File: config.mk
export PLATFORM = sky130hd
export DESIGN_NAME = winograd_dft5_core
export DESIGN_NICKNAME = d
export VERILOG_FILES = /design/src/hw/rtl/wdft5_pkg.sv /design/src/hw/rtl/winograd_dft5_core.sv
export SDC_FILE = /design/constraint.sdc
export NUM_CORES = 2
export LEC_CHECK = 0
export ABC_CLOCK_PERIOD_IN_PS = 19900
export BUFFER_PORTS_ARGS = -buffer_cell sky130_fd_sc_hd__buf_2
export CAP_MARGIN = 20
export CORE_UTILIZATION = 36
export CTS_BUF_LIST = sky130_fd_sc_hd__clkbuf_2 sky130_fd_sc_hd__clkbuf_4 sky130_fd_sc_hd__clkbuf_8
export DETAILED_ROUTE_END_ITERATION = 10
export PLACE_DENSITY = 0.52
export SYNTH_ARGS = -nofsm -noshare
export SYNTH_HDL_FRONTEND = slang
export SYNTH_SLANG_ARGS = --single-unit
File: constraint.sdc
create_clock -name clock -period 19.9 [get_ports clock]
set_input_delay 0.995 -clock clock [delete_from_list [all_inputs] [get_ports clock]]
set_output_delay 0.995 -clock clock [all_outputs]
set_load 0.1 [all_outputs]
File: src/hw/rtl/wdft5_pkg.sv
// Shared constants and coefficient helper for the five-point Winograd DFT core.
// No dependencies; imported by winograd_dft5_core.
package wdft5_pkg;

   localparam int unsigned SAMPLE_BITS_DEF    = 16;
   localparam int unsigned COEF_FRAC_BITS_DEF = 14;

   localparam int unsigned NUM_PTS     = 5;
   localparam int unsigned OUT_W       = 19;
   localparam int unsigned OUT_FIELDS  = 2 * NUM_PTS;
   localparam int unsigned OUT_TDATA_W = ((OUT_FIELDS * OUT_W + 7) / 8) * 8;

   // coefficients scaled by 2^30, rounded to nearest
   localparam longint K1_Q30 = -64'sd1342177280;
   localparam longint K2_Q30 = 64'sd600239927;
   localparam longint K3_Q30 = 64'sd1652318767;
   localparam longint K4_Q30 = 64'sd631129609;
   localparam longint K5_Q30 = 64'sd390059550;

   // requantise a Q30 constant to frac bits, nearest, ties away from zero
   function automatic longint coef_at(input longint q30, input int frac);
      longint mag;
      int     sh;
      logic   neg;
      sh  = 30 - frac;
      neg = (q30 < 0);
      mag = neg ? -q30 : q30;
      if (sh > 0) begin
         mag = (mag + (longint'(1) <<< (sh - 1))) >>> sh;
      end
      return neg ? -mag : mag;
   endfunction

endpackage

File: src/hw/rtl/winograd_dft5_core.sv
// Five-point forward DFT, Winograd form, as a five-stage streaming pipeline.
// Depends on wdft5_pkg (coefficients, output widths).
//
//  channel | dir | handshake             | payload
//  --------+-----+-----------------------+-------------------------------------------
//  req     | in  | req_tvalid/req_tready | req_tdata: x0_re..x4_im, SAMPLE_BITS each
//  rsp     | out | rsp_tvalid/rsp_tready | rsp_tdata: y0_re..y4_im, 19 bits each
//
// One item per cycle while rsp_tready is high; rsp_tvalid is the stage 5 valid bit.
// Stages: pre-additions, constant products, rounding, post-additions, final sums
// with saturation into the output register.
// A stalled output holds; empty stages upstream keep filling, so ready only drops
// once every stage holds an item. Reset clears the stage valid bits only.
module winograd_dft5_core #(
   parameter int unsigned SAMPLE_BITS    = wdft5_pkg::SAMPLE_BITS_DEF,
   parameter int unsigned COEF_FRAC_BITS = wdft5_pkg::COEF_FRAC_BITS_DEF,
   parameter int unsigned IN_TDATA_W     = ((10 * SAMPLE_BITS + 7) / 8) * 8
) (
   input  logic                               clock,
   input  logic                               reset,
   input  logic                               req_tvalid,
   output logic                               req_tready,
   // x0_re, x0_im, x1_re, x1_im, x2_re, x2_im, x3_re, x3_im, x4_re, x4_im
   input  logic [IN_TDATA_W-1:0]              req_tdata,
   output logic                               rsp_tvalid,
   input  logic                               rsp_tready,
   // y0_re, y0_im, y1_re, y1_im, y2_re, y2_im, y3_re, y3_im, y4_re, y4_im
   output logic [wdft5_pkg::OUT_TDATA_W-1:0]  rsp_tdata
);
   import wdft5_pkg::*;

   localparam int unsigned S    = SAMPLE_BITS;
   localparam int unsigned F    = COEF_FRAC_BITS;
   localparam int unsigned C_W  = F + 2;
   localparam int unsigned V_W  = S + 2;
   localparam int unsigned P_W  = V_W + C_W;
   localparam int unsigned M_W  = S + 3;
   localparam int unsigned Q_W  = S + 5;
   localparam int unsigned T_W  = S + 4;
   localparam int unsigned Y_W  = (S + 6 > OUT_W + 1) ? S + 6 : OUT_W + 1;
   localparam int unsigned NST  = 5;

   localparam logic signed [C_W-1:0] C1 = C_W'(coef_at(K1_Q30, F));
   localparam logic signed [C_W-1:0] C2 = C_W'(coef_at(K2_Q30, F));
   localparam logic signed [C_W-1:0] C3 = C_W'(coef_at(K3_Q30, F));
   localparam logic signed [C_W-1:0] C4 = C_W'(coef_at(K4_Q30, F));
   localparam logic signed [C_W-1:0] C5 = C_W'(coef_at(K5_Q30, F));
   localparam logic [P_W:0]          HALF = (P_W + 1)'(longint'(1) <<< (F - 1));

   // symmetric round of a product: (p + half - [p<0]) >>> F
   function automatic logic signed [M_W-1:0] rnd(input logic signed [P_W-1:0] p);
      logic signed [P_W:0] t;
      t = {p[P_W-1], p} + HALF - (P_W + 1)'(p[P_W-1]);
      return M_W'(t >>> F);
   endfunction

   function automatic logic [OUT_W-1:0] sat(input logic signed [Y_W-1:0] y);
      logic [Y_W-OUT_W:0] hi;
      hi = y[Y_W-1:OUT_W-1];
      if ((&hi) || !(|hi)) begin
         return y[OUT_W-1:0];
      end else begin
         return y[Y_W-1] ? {1'b1, {(OUT_W-1){1'b0}}} : {1'b0, {(OUT_W-1){1'b1}}};
      end
   endfunction

   // ---------------- flow control ----------------
   logic [NST-1:0] vld_ff;
   logic [NST-1:0] rdy;

   always_comb begin
      rdy[NST-1] = !vld_ff[NST-1] || rsp_tready;
      for (int i = NST - 2; i >= 0; i--) begin
         rdy[i] = !vld_ff[i] || rdy[i+1];
      end
   end

   assign req_tready = rdy[0];
   assign rsp_tvalid = vld_ff[NST-1];

   always_ff @(posedge clock) begin
      if (reset) begin
         vld_ff <= '0;
      end else begin
         if (rdy[0]) begin
            vld_ff[0] <= req_tvalid;
         end
         for (int i = 1; i < NST; i++) begin
            if (rdy[i]) begin
               vld_ff[i] <= vld_ff[i-1];
            end
         end
      end
   end

   // ---------------- stage 1: pre-additions ----------------
   logic signed [S-1:0]   x [NUM_PTS][2];
   logic signed [S:0]     a [2];
   logic signed [S:0]     c [2];
   logic signed [M_W-1:0] s1_m0_in [2];
   logic signed [V_W-1:0] s1_s_in  [2];
   logic signed [V_W-1:0] s1_ac_in [2];
   logic signed [S:0]     s1_b_in  [2];
   logic signed [S:0]     s1_d_in  [2];
   logic signed [V_W-1:0] s1_g_in  [2];
   logic signed [M_W-1:0] s1_m0_ff [2];
   logic signed [V_W-1:0] s1_s_ff  [2];
   logic signed [V_W-1:0] s1_ac_ff [2];
   logic signed [S:0]     s1_b_ff  [2];
   logic signed [S:0]     s1_d_ff  [2];
   logic signed [V_W-1:0] s1_g_ff  [2];

   always_comb begin
      for (int n = 0; n < NUM_PTS; n++) begin
         for (int k = 0; k < 2; k++) begin
            x[n][k] = req_tdata[(2*n+k)*S +: S];
         end
      end
      for (int k = 0; k < 2; k++) begin
         a[k]        = (S+1)'(x[1][k]) + (S+1)'(x[4][k]);
         c[k]        = (S+1)'(x[3][k]) + (S+1)'(x[2][k]);
         s1_b_in[k]  = (S+1)'(x[1][k]) - (S+1)'(x[4][k]);
         s1_d_in[k]  = (S+1)'(x[3][k]) - (S+1)'(x[2][k]);
         s1_s_in[k]  = V_W'(a[k]) + V_W'(c[k]);
         s1_ac_in[k] = V_W'(a[k]) - V_W'(c[k]);
         s1_g_in[k]  = V_W'(s1_b_in[k]) + V_W'(s1_d_in[k]);
         s1_m0_in[k] = M_W'(x[0][k]) + M_W'(s1_s_in[k]);
      end
   end

   always_ff @(posedge clock) begin
      if (rdy[0]) begin
         s1_m0_ff <= s1_m0_in;
         s1_s_ff  <= s1_s_in;
         s1_ac_ff <= s1_ac_in;
         s1_b_ff  <= s1_b_in;
         s1_d_ff  <= s1_d_in;
         s1_g_ff  <= s1_g_in;
      end
   end

   // ---------------- stage 2: constant products ----------------
   logic signed [M_W-1:0] s2_m0_ff [2];
   logic signed [P_W-1:0] s2_p1_ff [2];
   logic signed [P_W-1:0] s2_p2_ff [2];
   logic signed [P_W-1:0] s2_p3_ff [2];
   logic signed [P_W-1:0] s2_p4_ff [2];
   logic signed [P_W-1:0] s2_p5_ff [2];

   always_ff @(posedge clock) begin
      if (rdy[1]) begin
         for (int k = 0; k < 2; k++) begin
            s2_m0_ff[k] <= s1_m0_ff[k];
            s2_p1_ff[k] <= P_W'(s1_s_ff[k])  * P_W'(C1);
            s2_p2_ff[k] <= P_W'(s1_ac_ff[k]) * P_W'(C2);
            s2_p3_ff[k] <= P_W'(s1_b_ff[k])  * P_W'(C3);
            s2_p4_ff[k] <= P_W'(s1_g_ff[k])  * P_W'(C4);
            s2_p5_ff[k] <= P_W'(s1_d_ff[k])  * P_W'(C5);
         end
      end
   end

   // ---------------- stage 3: rounding, j rotation ----------------
   logic signed [M_W-1:0] s3_m0_ff [2];
   logic signed [M_W-1:0] s3_m1_ff [2];
   logic signed [M_W-1:0] s3_m2_ff [2];
   logic signed [M_W-1:0] s3_m3_ff [2];
   logic signed [M_W-1:0] s3_m4_ff [2];
   logic signed [M_W-1:0] s3_m5_ff [2];

   always_ff @(posedge clock) begin
      if (rdy[2]) begin
         for (int k = 0; k < 2; k++) begin
            s3_m0_ff[k] <= s2_m0_ff[k];
            s3_m1_ff[k] <= rnd(s2_p1_ff[k]);
            s3_m2_ff[k] <= rnd(s2_p2_ff[k]);
         end
         // j*z: (re, im) -> (-im, re); rounding is symmetric so negating after is exact
         s3_m3_ff[0] <= -rnd(s2_p3_ff[1]);
         s3_m3_ff[1] <=  rnd(s2_p3_ff[0]);
         s3_m4_ff[0] <= -rnd(s2_p4_ff[1]);
         s3_m4_ff[1] <=  rnd(s2_p4_ff[0]);
         s3_m5_ff[0] <= -rnd(s2_p5_ff[1]);
         s3_m5_ff[1] <=  rnd(s2_p5_ff[0]);
      end
   end

   // ---------------- stage 4: post-additions ----------------
   logic signed [M_W-1:0] s4_y0_ff [2];
   logic signed [Q_W-1:0] s4_q_ff  [2];
   logic signed [Q_W-1:0] s4_r_ff  [2];
   logic signed [T_W-1:0] s4_t_ff  [2];
   logic signed [T_W-1:0] s4_v_ff  [2];

   always_ff @(posedge clock) begin
      if (rdy[3]) begin
         for (int k = 0; k < 2; k++) begin
            s4_y0_ff[k] <= s3_m0_ff[k];
            s4_q_ff[k]  <= Q_W'(s3_m0_ff[k]) + Q_W'(s3_m1_ff[k]) + Q_W'(s3_m2_ff[k]);
            s4_r_ff[k]  <= Q_W'(s3_m0_ff[k]) + Q_W'(s3_m1_ff[k]) - Q_W'(s3_m2_ff[k]);
            s4_t_ff[k]  <= T_W'(s3_m3_ff[k]) - T_W'(s3_m4_ff[k]);
            s4_v_ff[k]  <= T_W'(s3_m4_ff[k]) + T_W'(s3_m5_ff[k]);
         end
      end
   end

   // ---------------- stage 5: outputs, saturation ----------------
   logic [OUT_W-1:0] y_ff [OUT_FIELDS];

   always_ff @(posedge clock) begin
      if (rdy[4]) begin
         for (int k = 0; k < 2; k++) begin
            y_ff[k]     <= sat(Y_W'(s4_y0_ff[k]));
            y_ff[2 + k] <= sat(Y_W'(s4_q_ff[k]) - Y_W'(s4_t_ff[k]));
            y_ff[4 + k] <= sat(Y_W'(s4_r_ff[k]) - Y_W'(s4_v_ff[k]));
            y_ff[6 + k] <= sat(Y_W'(s4_r_ff[k]) + Y_W'(s4_v_ff[k]));
            y_ff[8 + k] <= sat(Y_W'(s4_q_ff[k]) + Y_W'(s4_t_ff[k]));
         end
      end
   end

   always_comb begin
      rsp_tdata = '0;
      for (int i = 0; i < OUT_FIELDS; i++) begin
         rsp_tdata[i*OUT_W +: OUT_W] = y_ff[i];
      end
   end

endmodule
==> results.py <==
metrics = {
    "outcome": {
        "status": "complete, no violations",
    },
    "clocking": {
        "htreeDepth": 4,
        "cts_root_buf": "clkbuf_8",
        "postCtsHoldBufs": 0,
        "post-cts-setup-buffers": 0,
        "cts_buffer_depth": 4,
        "path_clk_slew_ps": 60,
        "cts_tree": "yes",
        "cts_buffers": 217,
        "clkLatencyLatePin_ps": 1020,
        "cts-resized-gates": 0,
        "clock-sinks": 1157,
    },
    "global_routing": {
        "grt_pass1_wl_mm": 454,
        "track_usage_pct": 18.4,
        "grt_start_max_net_pins": 122,
        "antenna_found_initial": 42,
        "grt_pass1_vias": 79500,
        "grt_overflow": 0,
    },
    "floorplan": {
        "die_width_um": 562,
        "core_area_mm2": 0.312,
        "num_rows": 205,
        "dieArea_mm2": 0.316,
        "fp.dieH_um": 562,
        "ios": 358,
        "start_util_pct": 36.2,
    },
    "sta": {
        "timing.setup.tns_ps": 0,
        "setup_viol": 0,
        "hold_viol": 0,
        "fmax_mhz": 149,
        "slew_violations": 0,
        "fin_skew_ps": 104,
        "worstMarginPinSlew_ps": 1100,
        "fin_crit_sh_pct": 33.7,
        "min_period_ps": 6710,
        "relSlewSlack_pct": 26.4,
        "rsz0062_at_grt": "false",
    },
    "logic_synthesis": {
        "yosysSeqAreaShare_pct": 30.7,
        "syn_area_mm2": 0.113,
        "synth_top_cells_by_area": "edfxtp_1 (31%), ha_1 (20%), fa_1 (13%)",
        "netlist_instances": 11100,
        "synth_top_family_by_area": "adder cells",
        "yosysMostFrequentCell": "inv_1",
        "syn-mean-instance-area_um2": 10.2,
        "yosysUniqueCellTypes": 96,
        "synth_compound_area_share_pct": 13.0,
        "synth_edf_count": 1152,
        "synth-seq-cells": 1157,
        "synth_async_sr_flop_share_pct": 0,
        "synth-adder-area-share_pct": 32.8,
        "synth-simple-area-share_pct": 8.87,
        "yosys.area.top_type": "edfxtp_1",
        "synth-main-ff-cell": "edfxtp_1",
        "synth_xor_area_share_pct": 7.54,
        "yosysWarningCount": 0,
        "synth_top_area_share_pct": 30.7,
        "synthMuxAreaShare_pct": 0.329,
        "netlist_top_cells_count": "inv_1 (1878), ha_1 (1788), edfxtp_1 (1152), xnor2_1 (738), a21oi_1 (736)",
    },
    "finish": {
        "nNetsFinal": 14200,
        "area_growth_syn_to_layout_pct": 10.2,
        "fill_cells": 30400,
        "fin_area_mm2": 0.124,
        "drive_gt1_share_pct": 7.29,
    },
    "min_path": {
        "hold_path_startpoint": "req_tdata[0]",
        "min_to": "s1_m0_ff[19]$_DFFE_PP_",
        "hold_depth": 2,
        "hold_path_class": "input pin to register",
    },
    "critical_path": {
        "cp_data_required_time_ps": 20600,
        "timing_worst_setup_path_type": "register to register",
        "r2r_setup_slack_ps": 13190,
        "critPathMaxFanout": 6,
        "worst_setup_path_start_kind": "register",
        "reg2reg_from": "s1_ac_ff[2]$_DFFE_PP_",
        "end_kind": "register",
        "critPathArrivalTime_ps": 7410,
        "reg2reg_depth": 22,
        "rr_endpoint": "s2_p2_ff[0][66]$_DFFE_PP_",
    },
    "run": {
        "maxCapViolations": 0,
    },
    "route": {
        "dr.pass1.iters": 6,
        "vias": 79000,
        "drc": 0,
        "route.detailed.vias_per_inst": 4.98,
        "wire_per_inst_um": 18.7,
        "ant_nets": 0,
        "finalWirelength_mm": 297,
        "drtIter0Drc": 4807,
    },
    "placement": {
        "numPortBuffers": 355,
        "placed_area_mm2": 0.120,
        "hpwl_mm": 251,
        "gp_congestion": 0.889,
    },
}
## layout make-up
cell class | instances | area (µm²) | share of cell area, %
diodes | 16 | 40.0 | 0.0322
clock buffers | 265 | 3370 | 2.71
clock inverters | 128 | 1370 | 1.10
inverters | 1880 | 7070 | 5.69
multi-input cells | 7900 | 70600 | 56.8
flip-flops and latches | 1157 | 34700 | 27.9
well taps | 4140 | 5180 | 4.17
repair buffers | 384 | 1990 | 1.60
## worst max-delay path by stage
| stage | startpoint | to | cells after the start |
|---|---|---|---|
| after floorplan | vld_ff[4]$_SDFFE_PP0P_ | s1_ac_ff[10]$_DFFE_PP_ | 3 |
| after global placement | s1_b_ff[33]$_DFFE_PP_ | s2_p3_ff[0][31]$_DFFE_PP_ | 20 |
| after detailed placement | s1_b_ff[33]$_DFFE_PP_ | s2_p3_ff[0][31]$_DFFE_PP_ | 20 |
| after CTS | s1_b_ff[33]$_DFFE_PP_ | s2_p3_ff[0][31]$_DFFE_PP_ | 20 |
| after global routing | s1_b_ff[33]$_DFFE_PP_ | s2_p3_ff[0][31]$_DFFE_PP_ | 20 |
| final | s1_ac_ff[2]$_DFFE_PP_ | s2_p2_ff[0][66]$_DFFE_PP_ | 22 |
## logic make-up (layout without fill, tap and decap cells)
kind of cell	Yosys count	after routing
simple gates	2084	2084
mux	36	36
compound gates	2286	2286
buf+inv	2007	2657
other cells	1	18
fa+ha+maj	2522	2522
xor+xnor	970	970
flops	1157	1157
## critical path, cell delays in order (launching register included)
cell and delay (ps):
edfxtp_1 440, inv_1 120, fa_1 540, inv_1 40, ha_1 330, ha_1 300
inv_1 50, fa_1 460, fa_1 490, inv_1 60, fa_1 390, ha_1 390
a21o_1 190, a21oi_1 140, nor2b_1 80, or2_2 280, a2111oi_0 810, o311ai_1 210
a41oi_1 410, o21ai_1 190, a221oi_1 310, o21bai_1 110, xnor2_1 130
## registers in the layout, summed over array words and instances, names as in the netlist, 40 cells and up
register	count
s2_p1_ff	44
s4_q_ff	42
s4_r_ff	40
s4_t_ff	40
s2_p5_ff	50
s2_p4_ff	64
s2_p3_ff	62
s2_p2_ff	64
s4_v_ff	40
y_ff	190
## placed cells by master (no fill, tap or decap), drive strengths merged, types with 35 or more instances in the layout
| cell type | n |
|---|---|
| clkinv | 86 |
| o21a | 119 |
| edfxtp | 1152 |
| or2 | 37 |
| o21ai | 433 |
| a211oi | 68 |
| nand3 | 149 |
| and2 | 40 |
| nor2b | 136 |
| or3 | 88 |
| buf | 384 |
| nor2 | 698 |
| nor3 | 232 |
| and3 | 74 |
| inv | 1883 |
| xor2 | 231 |
| o31ai | 35 |
| a21oi | 739 |
| a21o | 230 |
| xnor2 | 738 |
| clkbuf | 265 |
| a21boi | 66 |
| o21bai | 169 |
| ha | 1788 |
| nand2 | 385 |
| a31oi | 72 |
| o211ai | 49 |
| nand2b | 120 |
| fa | 733 |
## per-layer routing
metal / track usage, % / vias up / share of wire [%]
li1: - / 39000 / -
met1: 26.1 / 38200 / 49
met2: 30.2 / 1456 / 45
met3: 2.21 / 277 / 4.3
met4: 3.80 / 2 / 1.8
met5: 0 / - / 0.0044
## through the flow
step | utilization (%) | worst slack, ps | hold slack (ps) | instances
floorplan | - | 10480 | 400 | 11100
global placement | 38.3 | 13100 | 401 | 15500
detailed placement | 38.3 | 13160 | 405 | 15500
CTS | 39.9 | 13120 | 217 | 15900
global route | 39.9 | 12690 | 246 | 15900
finish | 39.9 | 13190 | 364 | 15900
Power is left out: the tool's default activity adds up to more than one toggle a clock period on the data nets, which glitch-free logic cannot reach.
